File: src/sdpf_pkg.sv
// sdpf_pkg: shared types and constants for the step/direction position follower
// used by sdpf_cfg, sdpf_core and step_dir_position_follower
`timescale 1ns / 1ps

package sdpf_pkg;

  localparam int unsigned ScaleW    = 12;
  localparam int unsigned PosW      = 24;
  localparam int unsigned ByteW     = 8;
  localparam int unsigned WordW     = 2 * ByteW;
  localparam int unsigned FracBits  = 4;
  localparam int unsigned ProdW     = WordW + ScaleW;
  localparam int unsigned CfgIdxW   = 2;
  localparam int unsigned CfgDataW  = ScaleW;
  localparam int unsigned OutDataW  = 32;

  localparam logic [ScaleW-1:0] ScaleReset = ScaleW'(3625);

  // register indexes of the configuration port
  localparam logic [CfgIdxW-1:0] RegScale     = CfgIdxW'(0);
  localparam logic [CfgIdxW-1:0] RegAckEnable = CfgIdxW'(1);

  // input item kinds
  localparam logic CmdByte = 1'b0;
  localparam logic CmdTick = 1'b1;

  typedef struct packed {
    logic [ScaleW-1:0] scale;
    logic              ack_enable;
  } cfg_t;

  typedef struct packed {
    logic             command;
    logic [ByteW-1:0] rx_byte;
  } in_item_t;

  typedef struct packed {
    logic [PosW-1:0] position;
    logic            ack;
    logic            direction;
    logic            step_pulse;
  } res_item_t;

endpackage

File: src/sdpf_cfg.sv
// sdpf_cfg: configuration registers (scale, ack enable) behind the write channel
// depends on sdpf_pkg
`timescale 1ns / 1ps

module sdpf_cfg (
  input  logic                           clk_i,
  input  logic                           rst_ni,
  input  logic                           cfg_valid_i,
  output logic                           cfg_ready_o,
  input  logic [sdpf_pkg::CfgIdxW-1:0]   cfg_index_i,
  input  logic [sdpf_pkg::CfgDataW-1:0]  cfg_data_i,
  output sdpf_pkg::cfg_t                 cfg_o
);
  import sdpf_pkg::*;

  cfg_t cfg_q, cfg_d;
  logic wr_en;

  assign cfg_ready_o = 1'b1;
  assign wr_en       = cfg_valid_i & cfg_ready_o;

  always_comb begin
    cfg_d = cfg_q;
    if (wr_en) begin
      case (cfg_index_i)
        RegScale:     cfg_d.scale      = cfg_data_i;
        RegAckEnable: cfg_d.ack_enable = cfg_data_i[0];
        default:      cfg_d = cfg_q; // unknown index, ignored
      endcase
    end
  end

  always_ff @(posedge clk_i or negedge rst_ni) begin
    if (!rst_ni) begin
      cfg_q.scale      <= ScaleReset;
      cfg_q.ack_enable <= 1'b1;
    end else begin
      cfg_q <= cfg_d;
    end
  end

  assign cfg_o = cfg_q;

endmodule

File: src/sdpf_core.sv
// sdpf_core: byte pairing, target scaling and the position step logic
// holds the follower state; depends on sdpf_pkg
`timescale 1ns / 1ps

module sdpf_core (
  input  logic                  clk_i,
  input  logic                  rst_ni,
  input  logic                  advance_i,
  input  sdpf_pkg::in_item_t    item_i,
  input  sdpf_pkg::cfg_t        cfg_i,
  output sdpf_pkg::res_item_t   res_o
);
  import sdpf_pkg::*;

  logic              pending_q, pending_d;
  logic [ByteW-1:0]  high_q, high_d;
  logic [PosW-1:0]   target_q, target_d;
  logic [PosW-1:0]   pos_q, pos_d;
  logic              dir_q, dir_d;

  logic [WordW-1:0]  word;
  logic [ProdW-1:0]  prod;
  logic              step;
  logic              ack;

  assign word = {high_q, item_i.rx_byte};
  assign prod = ProdW'(word) * ProdW'(cfg_i.scale);

  always_comb begin
    pending_d = pending_q;
    high_d    = high_q;
    target_d  = target_q;
    pos_d     = pos_q;
    dir_d     = dir_q;
    step      = 1'b0;
    ack       = 1'b0;
    case (item_i.command)
      CmdByte: begin
        if (pending_q) begin
          // floor of word * scale / 16
          target_d  = prod[FracBits +: PosW];
          pending_d = 1'b0;
          ack       = cfg_i.ack_enable;
        end else begin
          high_d    = item_i.rx_byte;
          pending_d = 1'b1;
        end
      end
      CmdTick: begin
        if (pos_q < target_q) begin
          pos_d = pos_q + PosW'(1);
          dir_d = 1'b0;
          step  = 1'b1;
        end else if (pos_q > target_q) begin
          pos_d = pos_q - PosW'(1);
          dir_d = 1'b1;
          step  = 1'b1;
        end
      end
      default: ;
    endcase
  end

  always_ff @(posedge clk_i or negedge rst_ni) begin
    if (!rst_ni) begin
      pending_q <= 1'b0;
      high_q    <= '0;
      target_q  <= '0;
      pos_q     <= '0;
      dir_q     <= 1'b0;
    end else if (advance_i) begin
      pending_q <= pending_d;
      high_q    <= high_d;
      target_q  <= target_d;
      pos_q     <= pos_d;
      dir_q     <= dir_d;
    end
  end

  assign res_o.step_pulse = step;
  assign res_o.direction  = dir_d;
  assign res_o.ack        = ack;
  assign res_o.position   = pos_d;

endmodule

File: src/step_dir_position_follower.sv
// step_dir_position_follower: top level, input register, core and result register
// depends on sdpf_pkg, sdpf_cfg and sdpf_core
//
// channel   direction  signals                          content
// s_axis    in         tvalid tready tdata[7:0] tuser   received byte / tick flag
// m_axis    out        tvalid tready tdata[31:0]        step, dir, ack, position
// cfg       in         valid ready index data           scale, ack enable
//
// one item per cycle while m_axis is not stalled; an item's result reaches m_axis
// via input register then result register, the compare and step between them
// control state clears on reset: target and position 0, scale 3625, ack on
// a stalled m_axis holds the result; s_axis keeps accepting while a stage is free
`timescale 1ns / 1ps

module step_dir_position_follower (
  input  logic                           clk_i,
  input  logic                           rst_ni,
  input  logic                           s_axis_tvalid,
  output logic                           s_axis_tready,
  input  logic [7:0]                     s_axis_tdata,  // [7:0] rx_byte
  input  logic                           s_axis_tuser,  // [0] command
  output logic                           m_axis_tvalid,
  input  logic                           m_axis_tready,
  // [0] step_pulse, [1] direction, [2] ack, [26:3] position, [31:27] zero
  output logic [sdpf_pkg::OutDataW-1:0]  m_axis_tdata,
  input  logic                           cfg_valid_i,
  output logic                           cfg_ready_o,
  input  logic [sdpf_pkg::CfgIdxW-1:0]   cfg_index_i,
  input  logic [sdpf_pkg::CfgDataW-1:0]  cfg_data_i
);
  import sdpf_pkg::*;

  cfg_t      cfg;
  in_item_t  in_q;
  logic      in_valid_q;
  res_item_t res_comb;
  res_item_t res_q;
  logic      out_valid_q;
  logic      out_free;
  logic      advance;
  logic      in_take;

  sdpf_cfg u_cfg (
    .clk_i       (clk_i),
    .rst_ni      (rst_ni),
    .cfg_valid_i (cfg_valid_i),
    .cfg_ready_o (cfg_ready_o),
    .cfg_index_i (cfg_index_i),
    .cfg_data_i  (cfg_data_i),
    .cfg_o       (cfg)
  );

  assign out_free      = ~out_valid_q | m_axis_tready;
  assign advance       = in_valid_q & out_free;
  assign s_axis_tready = ~in_valid_q | out_free;
  assign in_take       = s_axis_tvalid & s_axis_tready;

  always_ff @(posedge clk_i or negedge rst_ni) begin
    if (!rst_ni) begin
      in_valid_q <= 1'b0;
    end else if (s_axis_tready) begin
      in_valid_q <= s_axis_tvalid;
    end
  end

  always_ff @(posedge clk_i) begin
    if (in_take) begin
      in_q.command <= s_axis_tuser;
      in_q.rx_byte <= s_axis_tdata;
    end
  end

  sdpf_core u_core (
    .clk_i     (clk_i),
    .rst_ni    (rst_ni),
    .advance_i (advance),
    .item_i    (in_q),
    .cfg_i     (cfg),
    .res_o     (res_comb)
  );

  always_ff @(posedge clk_i or negedge rst_ni) begin
    if (!rst_ni) begin
      out_valid_q <= 1'b0;
    end else if (out_free) begin
      out_valid_q <= in_valid_q;
    end
  end

  always_ff @(posedge clk_i) begin
    if (advance) begin
      res_q <= res_comb;
    end
  end

  assign m_axis_tvalid = out_valid_q;
  assign m_axis_tdata  = OutDataW'(res_q);

endmodule
File: config.mk
export PLATFORM = sky130hd
export DESIGN_NAME = step_dir_position_follower
export DESIGN_NICKNAME = d
export VERILOG_FILES = /design/src/sdpf_pkg.sv /design/src/sdpf_cfg.sv /design/src/sdpf_core.sv /design/src/step_dir_position_follower.sv
export SDC_FILE = /design/constraint.sdc
export NUM_CORES = 1
export LEC_CHECK = 0
export ABC_CLOCK_PERIOD_IN_PS = 5400
export CAP_MARGIN = 5
export CORE_MARGIN = 10
export CORE_UTILIZATION = 50
export CTS_BUF_LIST = sky130_fd_sc_hd__clkbuf_4 sky130_fd_sc_hd__clkbuf_8 sky130_fd_sc_hd__clkbuf_16
export DETAILED_ROUTE_END_ITERATION = 10
export DONT_BUFFER_PORTS = 1
export PLACE_DENSITY = 0.72
export SYNTH_ARGS = -nofsm -noshare
export SYNTH_HDL_FRONTEND = slang
export SYNTH_SLANG_ARGS = --single-unit
File: constraint.sdc
create_clock -name clk_i -period 5.4 [get_ports clk_i]
set_input_delay 1.08 -clock clk_i [delete_from_list [all_inputs] [get_ports clk_i]]
set_output_delay 1.08 -clock clk_i [all_outputs]
set_load 0.05 [all_outputs]
# --- Yosys cells after proc, flatten, opt, wreduce, memory -nomap -nowiden ---
# Cells that the tools add are included.
# Widths: inputs -> output; s select.
totals:
  output_inout_bits: 35
  wordCells: 45
  ff_bits: 109
  inputBits: 28
op_classes:
  eq_ne: 1
  n_mul: 1
  bitwise: 8
  n_mux: 9
  addsub: 2
  order_cmp: 2
  reduce_logical: 7
ops:
  columns: ["cell", "n"]
  rows:
  - ["$mux 24", 3]
  - ["$mul 16x12->28", 1]
  - ["$add 24x1->24 const B", 1]
  - ["$gt 24x24->1", 1]
  - ["$lt 24x24->1", 1]
  - ["$sub 24x1->24 const B", 1]
  - ["$mux 1", 6]
  - ["$reduce_and 2->1", 3]
  - ["$reduce_and 3->1", 2]
  - ["$not 1->1", 4]
  - ["$and 1x1->1", 2]
  - ["$eq 2x1->1 const B", 1]
  - ["$logic_not 2->1", 1]
  - ["$or 1x1->1", 2]
  - ["$reduce_or 2->1", 1]

# --- Logic depth before layout (Yosys ltp) ---
# Gate-level depths: netlist of the first run.
depth:
  ltp_word: 4
  mapped_depth: 21
  mapped_depth_nobuf: 19

# --- Hierarchy ---
# From an unflattened synthesis of the first run, not the netlist that was laid out.
unflattened:
  cells_unflattened: 1263
  hier_area_um2: 11931.4
by_module_without_submodules:
  columns: ["module", "cells_per_inst", "area_each_um2", "instances", "seq_area_each_um2"]
  rows:
  - ["sdpf_core", 1182, 10176.0, 1, 1451.4]
  - ["step_dir_position_follower", 50, 1226.2, 1, 1131.1]
  - ["sdpf_cfg", 31, 529.3, 1, 334.1]

# --- Worst setup path after synthesis of the first run ---
# OpenSTA, ideal clock, no wires.
synth_timing:
  path_kind: "reg-to-reg"
  startpoint: "register u_cfg.cfg_q (netlist bit u_cfg.cfg_o[6])"
  endpoint: "register u_core.target_q[21]"
  path_slack_ps: -250
  period_less_slack_ps: 5650
  t_arrival_ps: 5514
  n_path_buf: 2
  setup_time_ps: 135
  t_required_ps: 5265
  stages_incl_launch_ff: 20
  cell_sequence: "dfstp_2 -> clkbuf_1 -> clkbuf_1 -> nand2_1 -> fa_1 -> inv_1 -> fa_1 -> fa_1 -> fa_1 -> inv_1 -> fa_1 -> inv_1 -> ha_1 -> and4_1 -> nand2_1 -> a2111oi_0 -> a211oi_1 -> o31ai_1 -> xnor2_1 -> o21ai_0"
synth_between:
  elab_chain_len: 1
synth_lines:
  columns: ["element", "line", "source"]
  rows:
  - ["start: declaration", "sdpf_cfg.sv:16", "cfg_t cfg_q, cfg_d;"]
  - ["start signal: assignment", "sdpf_cfg.sv:38", "cfg_q <= cfg_d;"]
  - ["$mul 16x12->28", "sdpf_core.sv:27", "assign prod = ProdW'(word) * ProdW'(cfg_i.scale);"]
  - ["end signal: assignment", "sdpf_core.sv:74", "target_q <= target_d;"]
  - ["end: declaration", "sdpf_core.sv:17", "logic [PosW-1:0] target_q, target_d;"]
# Every way passes these cells.
# A chain may end at the register's enable or synchronous reset.

# --- Final worst setup path of the first run ---
layout_timing:
  startpoint: "register u_cfg.cfg_q (netlist bit u_cfg.cfg_o[4])"
  endpoint: "register u_core.target_q[21]"
# Same word-level chain as after synthesis.

==> flow_metrics.tcl, run 1 <==
set metrics [dict create \
    status "finished clean" \
    slew-limit-headroom_pct 21.8 \
    crit_arrival_ps 5540 \
    synth_top_cell_area_share_pct 23.3 \
    syn_area_per_cell_um2 9.22 \
    viasPerCell 5.62 \
    row_count 56 \
    drc 0 \
    yosys.cell_count.top_type "inv_1" \
    cts-root-buf "clkbuf_16" \
    grt_usage_pct 19.0 \
    cts.sinks 109 \
    die-area_um2 30600 \
    drv_slew 0 \
    synth_warnings 0 \
    path_cells "buf_6 -> nand2_2 -> fa_1 -> inv_1 -> fa_1 -> fa_1 -> fa_1 -> inv_1 -> fa_1 -> inv_1 -> ha_4 -> and4_4 -> nand2_4 -> a2111oi_4 -> buf_4 -> a211oi_4 -> o31ai_2 -> xnor2_1 -> o21ai_1" \
    synthTopCellsByCount "211 x inv_1, 184 x nand2_1, 140 x fa_1" \
    start_util_pct 51.1 \
    pin_count 63 \
    max_stage_delay_ps 610 \
    crit_required_ps 5650 \
    yosys-top-cells-area "fa_1 23%, dfrtp_1 14%, ha_1 9.3%, edfxtp_1 9.0%, inv_1 6.6%" \
    end_kind "register" \
    overflow 0 \
    synth_top_cell_by_area "fa_1" \
    die_w_um 175 \
    min_path_type "primary input to asynchronous set/reset pin" \
    die_y_um 175 \
    tritoncts "yes" \
    antenna_found_initial 4 \
    synth_edf_count 36 \
    layout-drive-gt1-share_pct 13.7 \
    fin_worst_skew_ps 10.9 \
    clk_latency_ps 370 \
    drt_iter0_drc 694 \
    hold_viol 0 \
    vias 9298 \
    ys_ff_latch 109 \
    synth_area_um2 12000 \
    grt_pass1_wl_um 47600 \
    synth.distinct_cells 68 \
    clock.fmax_ghz 0.189 \
    grt_max_degree 74 \
    dp_hpwl_um 22200 \
    rsz0062_at_grt "true" \
    cts.path.max_buffers 2 \
    async_flop_share_pct 67.0 \
    ys_seq_area_share_pct 24.3 \
    cap_violations 0 \
    drt-total-wl_um 29600 \
    synthCells 1304 \
    finalWeightedCongestion 0.970 \
    cp-start-kind "register" \
    drt_pass1_iterations 7 \
    io_buffer_count 0 \
    syn2layout_area_growth_pct 11.2 \
    cts_buffers 9 \
    crit_path_frequent_cell "fa_1" \
    drtAntennaViolNets 0 \
    cts_max_level 3 \
    cp_max_fo 6 \
    grt_pass1_vias 9247 \
    setup_viol_count_final 0 \
    post-route-period-util_pct 98.0 \
    yosys_most_used_dff "dfrtp_1" \
    slowest_stage "dfstp_2" \
    setup_tns_ps 0 \
    wl_per_cell_um 17.9 \
    clk_pin_slew_worst_paths_ps 90 \
    crit_type "register to register" \
    fin_crit_ps 5290 \
    tightest_slew_ps 1170 \
    fp.coreArea_um2 23500 \
    nets 1586 \
]
-- final cells by class --
| cell class | instances | area (um^2) |
|---|---|---|
| sequential | 109 | 2920 |
| clock buffer | 9 | 225 |
| clock inverter | 7 | 82.6 |
| inverter | 212 | 796 |
| timing repair buffer | 81 | 654 |
| tap | 319 | 399 |
| antenna | 2 | 5.00 |
| fill | 2039 | 10200 |
| multi-input combinational | 916 | 8270 |
-- what timing repair did --
item                       4_1_cts  5_1_grt
setup buffers                    2       18
hold buffers                     0        0
setup endpoints to repair        5       12
pin swaps                        3       41
gates resized for setup          6       59
-- cells by family (layout without fill, tap and decap cells) --
| kind of cell | count (synthesis) | count (layout) | share of synthesized area (%) |
|---|---|---|---|
| other | 2 | 8 | 0.0625 |
| and+or+nand+nor | 419 | 419 | 17.5 |
| DFF | 109 | 109 | 24.3 |
| adders and majority gates | 229 | 229 | 32.6 |
| AOI/OAI and AO/OA | 167 | 167 | 8.85 |
| xor gates and xnor gates | 65 | 65 | 4.74 |
| muxes | 30 | 30 | 2.73 |
| buffers and inverters | 283 | 309 | 9.25 |
-- sequential cells by signal (all words and copies together), names as in the netlist --
signal and flops:
u_core.high_q 8, m_axis_tdata 27, u_core.dir_q 1, u_core.pending_q 1, in_valid_q 1, u_core.target_q 24
m_axis_tvalid 1, u_cfg.cfg_o 13, in_q 9, u_core.pos_q 24
-- cells in the final DEF, fill, tap and decap left out, types with 9 or more instances in the layout --
cell type / count
o21ai_0: 42
nor2_1: 32
nand3_1: 27
ha_4: 9
xor2_1: 28
inv_1: 209
fa_1: 140
mux2_2: 22
and2_1: 70
xnor2_1: 37
nand2_1: 179
edfxtp_1: 36
a21oi_1: 42
ha_1: 80
nand4_1: 14
buf_4: 73
nor3_1: 18
dfrtp_1: 60
clkbuf_16: 9
and3_1: 13
-- worst max-delay path: cells and delay by family (launching register included) --
kind / cells / cell delay [ps]
compound gates: 4 / 690
xor+xnor: 1 / 150
fa+ha+maj: 6 / 2790
buf+inv: 5 / 530
flops: 1 / 610
simple gates: 3 / 380
-- metal layers --
metal	up-vias	share of wire [%]	track usage, %
li1	4272	-	-
met1	4641	42	24.9
met2	328	49	31.7
met3	55	5.7	2.95
met4	2	2.7	5.86
met5	-	0.061	0
-- final timing paths --
check	to	from	slack [ps]	cells after the start
setup / recovery	u_core.target_q[21]$_DFFE_PN0P_	u_cfg.cfg_o[4]$_DFFE_PN1P_	110	19
setup reg to reg	u_core.target_q[21]$_DFFE_PN0P_	u_cfg.cfg_o[4]$_DFFE_PN1P_	110	19
max in group asynchronous	u_cfg.cfg_o[1]$_DFFE_PN1P_	rst_ni	4770	0
hold reg to reg	u_core.target_q[17]$_DFFE_PN0P_	u_core.target_q[17]$_DFFE_PN0P_	480	2
hold / removal	in_valid_q$_DFFE_PN0N_	rst_ni	390	0
min in group clk_i	u_core.target_q[17]$_DFFE_PN0P_	u_core.target_q[17]$_DFFE_PN0P_	480	2
-- through the flow --
stage	setup WS [ps]	std cells	area (um^2)	util (%)	hold slack [ps]
6_report	108	1655	13400	56.7	389
5_1_grt	-54.0	1654	13400	56.7	374
4_1_cts	0.942	1635	12900	55.0	382
3_5_place_dp	-183	1617	12600	53.5	472
3_3_place_gp	-67.5	1617	12600	53.5	467
2_1_floorplan	13.5	1308	12000	-	449
Power of run 1 is left out: the tool's default activity adds up to more than one toggle a clock period on the data nets, which glitch-free logic cannot reach.
==> run 2, diff against run 1 <==
--- a/config.mk
+++ b/config.mk
@@ -12,7 +12,7 @@
 export CTS_BUF_LIST = sky130_fd_sc_hd__clkbuf_4 sky130_fd_sc_hd__clkbuf_8 sky130_fd_sc_hd__clkbuf_16
 export DETAILED_ROUTE_END_ITERATION = 10
 export DONT_BUFFER_PORTS = 1
-export PLACE_DENSITY = 0.72
+export PLACE_DENSITY = 0.76
 export SYNTH_ARGS = -nofsm -noshare
 export SYNTH_HDL_FRONTEND = slang
 export SYNTH_SLANG_ARGS = --single-unit
==> run 2 against run 1 <==
Net effect:
- clock skew is 1.6 ps lower
- fmax is 0.75% lower
- via count is 1.4% lower
- routed wire length is 5.1% lower
- sequential cell count stayed put
- register-to-register slack worse by 40 ps
- final cell count is 0.60% lower
- non-clock buffer count is 9 lower
- global-route usage is 0.82 points lower
- worst hold slack better by 1.1 ps
- worst setup slack worse by 40 ps
- first-iteration DRC count is 12% higher
==> flow_metrics.tcl, run 2 (synthesis gave the netlist of run 1 again) <==
set metrics [dict create \
    fp.coreArea_um2 23500 \
    wl_per_cell_um 17.1 \
    rsz0062_at_grt "true" \
    tritoncts "yes" \
    hold_viol 0 \
    fin_crit_ps 5330 \
    finalWeightedCongestion 0.931 \
    die-area_um2 30600 \
    clock.fmax_ghz 0.188 \
    layout_commonest_cell "inv_1" \
    dp_hpwl_um 21300 \
    path_cells "buf_4 -> nand2_1 -> fa_1 -> inv_1 -> fa_2 -> fa_1 -> fa_1 -> inv_1 -> fa_1 -> inv_1 -> ha_4 -> and2_1 -> a32o_2 -> a21o_1 -> o2111ai_1 -> nand3b_1 -> xnor2_1 -> o21ai_0" \
    crit_required_ps 5650 \
    layout-drive-gt1-share_pct 12.7 \
    min_path_type "primary input to asynchronous set/reset pin" \
    drv_slew 0 \
    max_stage_delay_ps 630 \
    cts-root-buf "clkbuf_16" \
    grt_usage_pct 18.2 \
    cts_buffers 9 \
    antenna_found_initial 1 \
    crit_path_frequent_cell "fa_1" \
    rr_worst_depth 18 \
    syn2layout_area_growth_pct 9.88 \
    cts_max_level 3 \
    vias 9164 \
    setup_tns_ps 0 \
    grt_pass1_vias 9148 \
    crit_path_end "u_core.target_q[18]$_DFFE_PN0P_" \
    viasPerCell 5.57 \
    reg2reg_slack_ps 70 \
    drtAntennaViolNets 0 \
    cp-start-kind "register" \
    grt_max_degree 74 \
    start_util_pct 51.1 \
    status "finished clean" \
    crit_arrival_ps 5590 \
    io_buffer_count 0 \
    drt_pass1_iterations 5 \
    die_w_um 175 \
    drt-total-wl_um 28100 \
    reg2reg_from "u_cfg.cfg_o[4]$_DFFE_PN1P_" \
    holdWs_ps 391 \
    end_kind "register" \
    drt_iter0_drc 775 \
    post-route-period-util_pct 98.7 \
    slew-limit-headroom_pct 15.9 \
    fin_worst_skew_ps 9.34 \
    largest_register_ffs 27 \
    startpoint "u_cfg.cfg_o[4]$_DFFE_PN1P_" \
    final_util_pct 56.1 \
    clk_latency_ps 380 \
    mostFrequentLayoutCells "211 x inv_1, 180 x nand2_1, 138 x fa_1, 81 x ha_1, 70 x and2_1" \
    cp_max_fo 6 \
    pin_count 63 \
    r2r_end "u_core.target_q[18]$_DFFE_PN0P_" \
    cts.path.max_buffers 2 \
    cap_violations 0 \
    crit_type "register to register" \
    drc 0 \
    setup_viol_count_final 0 \
    clk_pin_slew_worst_paths_ps 80 \
    dp_cells 1614 \
    row_count 56 \
    slowest_stage "dfstp_2" \
    tightest_slew_ps 1260 \
    cts.sinks 109 \
    grt_pass1_wl_um 45900 \
    fin_cells 1645 \
    overflow 0 \
    die_y_um 175 \
    nets 1577 \
]
[run 2: changes by cell type in the layout (fill, tap and decap cells not counted), sizes merged]
cell | previous run | this run
clkbuf | 10 | 11
diode | 2 | 1
clkinv | 3 | 5
buf | 80 | 70
inv | 216 | 214
[run 2: what timing repair did]
item,in CTS,in global routing
pin swaps,3,28
gates resized for setup,8,46
setup endpoints to repair,5,12
buffers inserted,5,9
hold buffers,0,0
endpoints found under the hold margin,0,0
[run 2: through the flow]
| stage | instance area [um^2] | setup WS [ps] |
|---|---|---|
| 2_1_floorplan | 12000 | 13.5 |
| 3_5_place_dp | 12600 | -42.7 |
| 3_3_place_gp | 12600 | 53.4 |
| 6_report | 13200 | 67.8 |
| 5_1_grt | 13200 | -94.6 |
| 4_1_cts | 12900 | -12.9 |
[run 2: critical path, delay by kind of cell (launching register included)]
family,cells,cell delay [ps]
fa+ha+maj,6,2720
compound gates,4,940
flops,1,630
simple gates,3,400
buf+inv,4,310
xor+xnor,1,210
[run 2: worst min path at each step]
| stage | start | cells after the start | end | slack (ps) |
|---|---|---|---|---|
| after floorplan | u_core.target_q[6]$_DFFE_PN0P_ | 2 | u_core.target_q[6]$_DFFE_PN0P_ | 450 |
| after global placement | u_core.target_q[20]$_DFFE_PN0P_ | 2 | u_core.target_q[20]$_DFFE_PN0P_ | 470 |
| after detailed placement | u_core.target_q[12]$_DFFE_PN0P_ | 2 | u_core.target_q[12]$_DFFE_PN0P_ | 470 |
| after CTS | rst_ni | 0 | u_core.pos_q[22]$_DFFE_PN0P_ | 380 |
| after global routing | rst_ni | 0 | u_core.pos_q[22]$_DFFE_PN0P_ | 360 |
| final | rst_ni | 0 | u_core.pos_q[20]$_DFFE_PN0P_ | 390 |
[run 2: layout make-up]
class	count	area [um^2]
inverter	212	796
antenna	1	2.50
timing repair buffer	72	574
tap	319	399
fill	2034	10300
multi-input combinational	916	8210
clock buffer	9	225
clock inverter	7	77.6
sequential	109	2920
[run 2: layer usage]
metal	routed length (um)	global-route usage [%]
met3	1760	3.66
met5	0	0
met1	11700	23.5
met2	14100	30.3
met4	567	5.16
Power of run 2 is left out for the same reason.
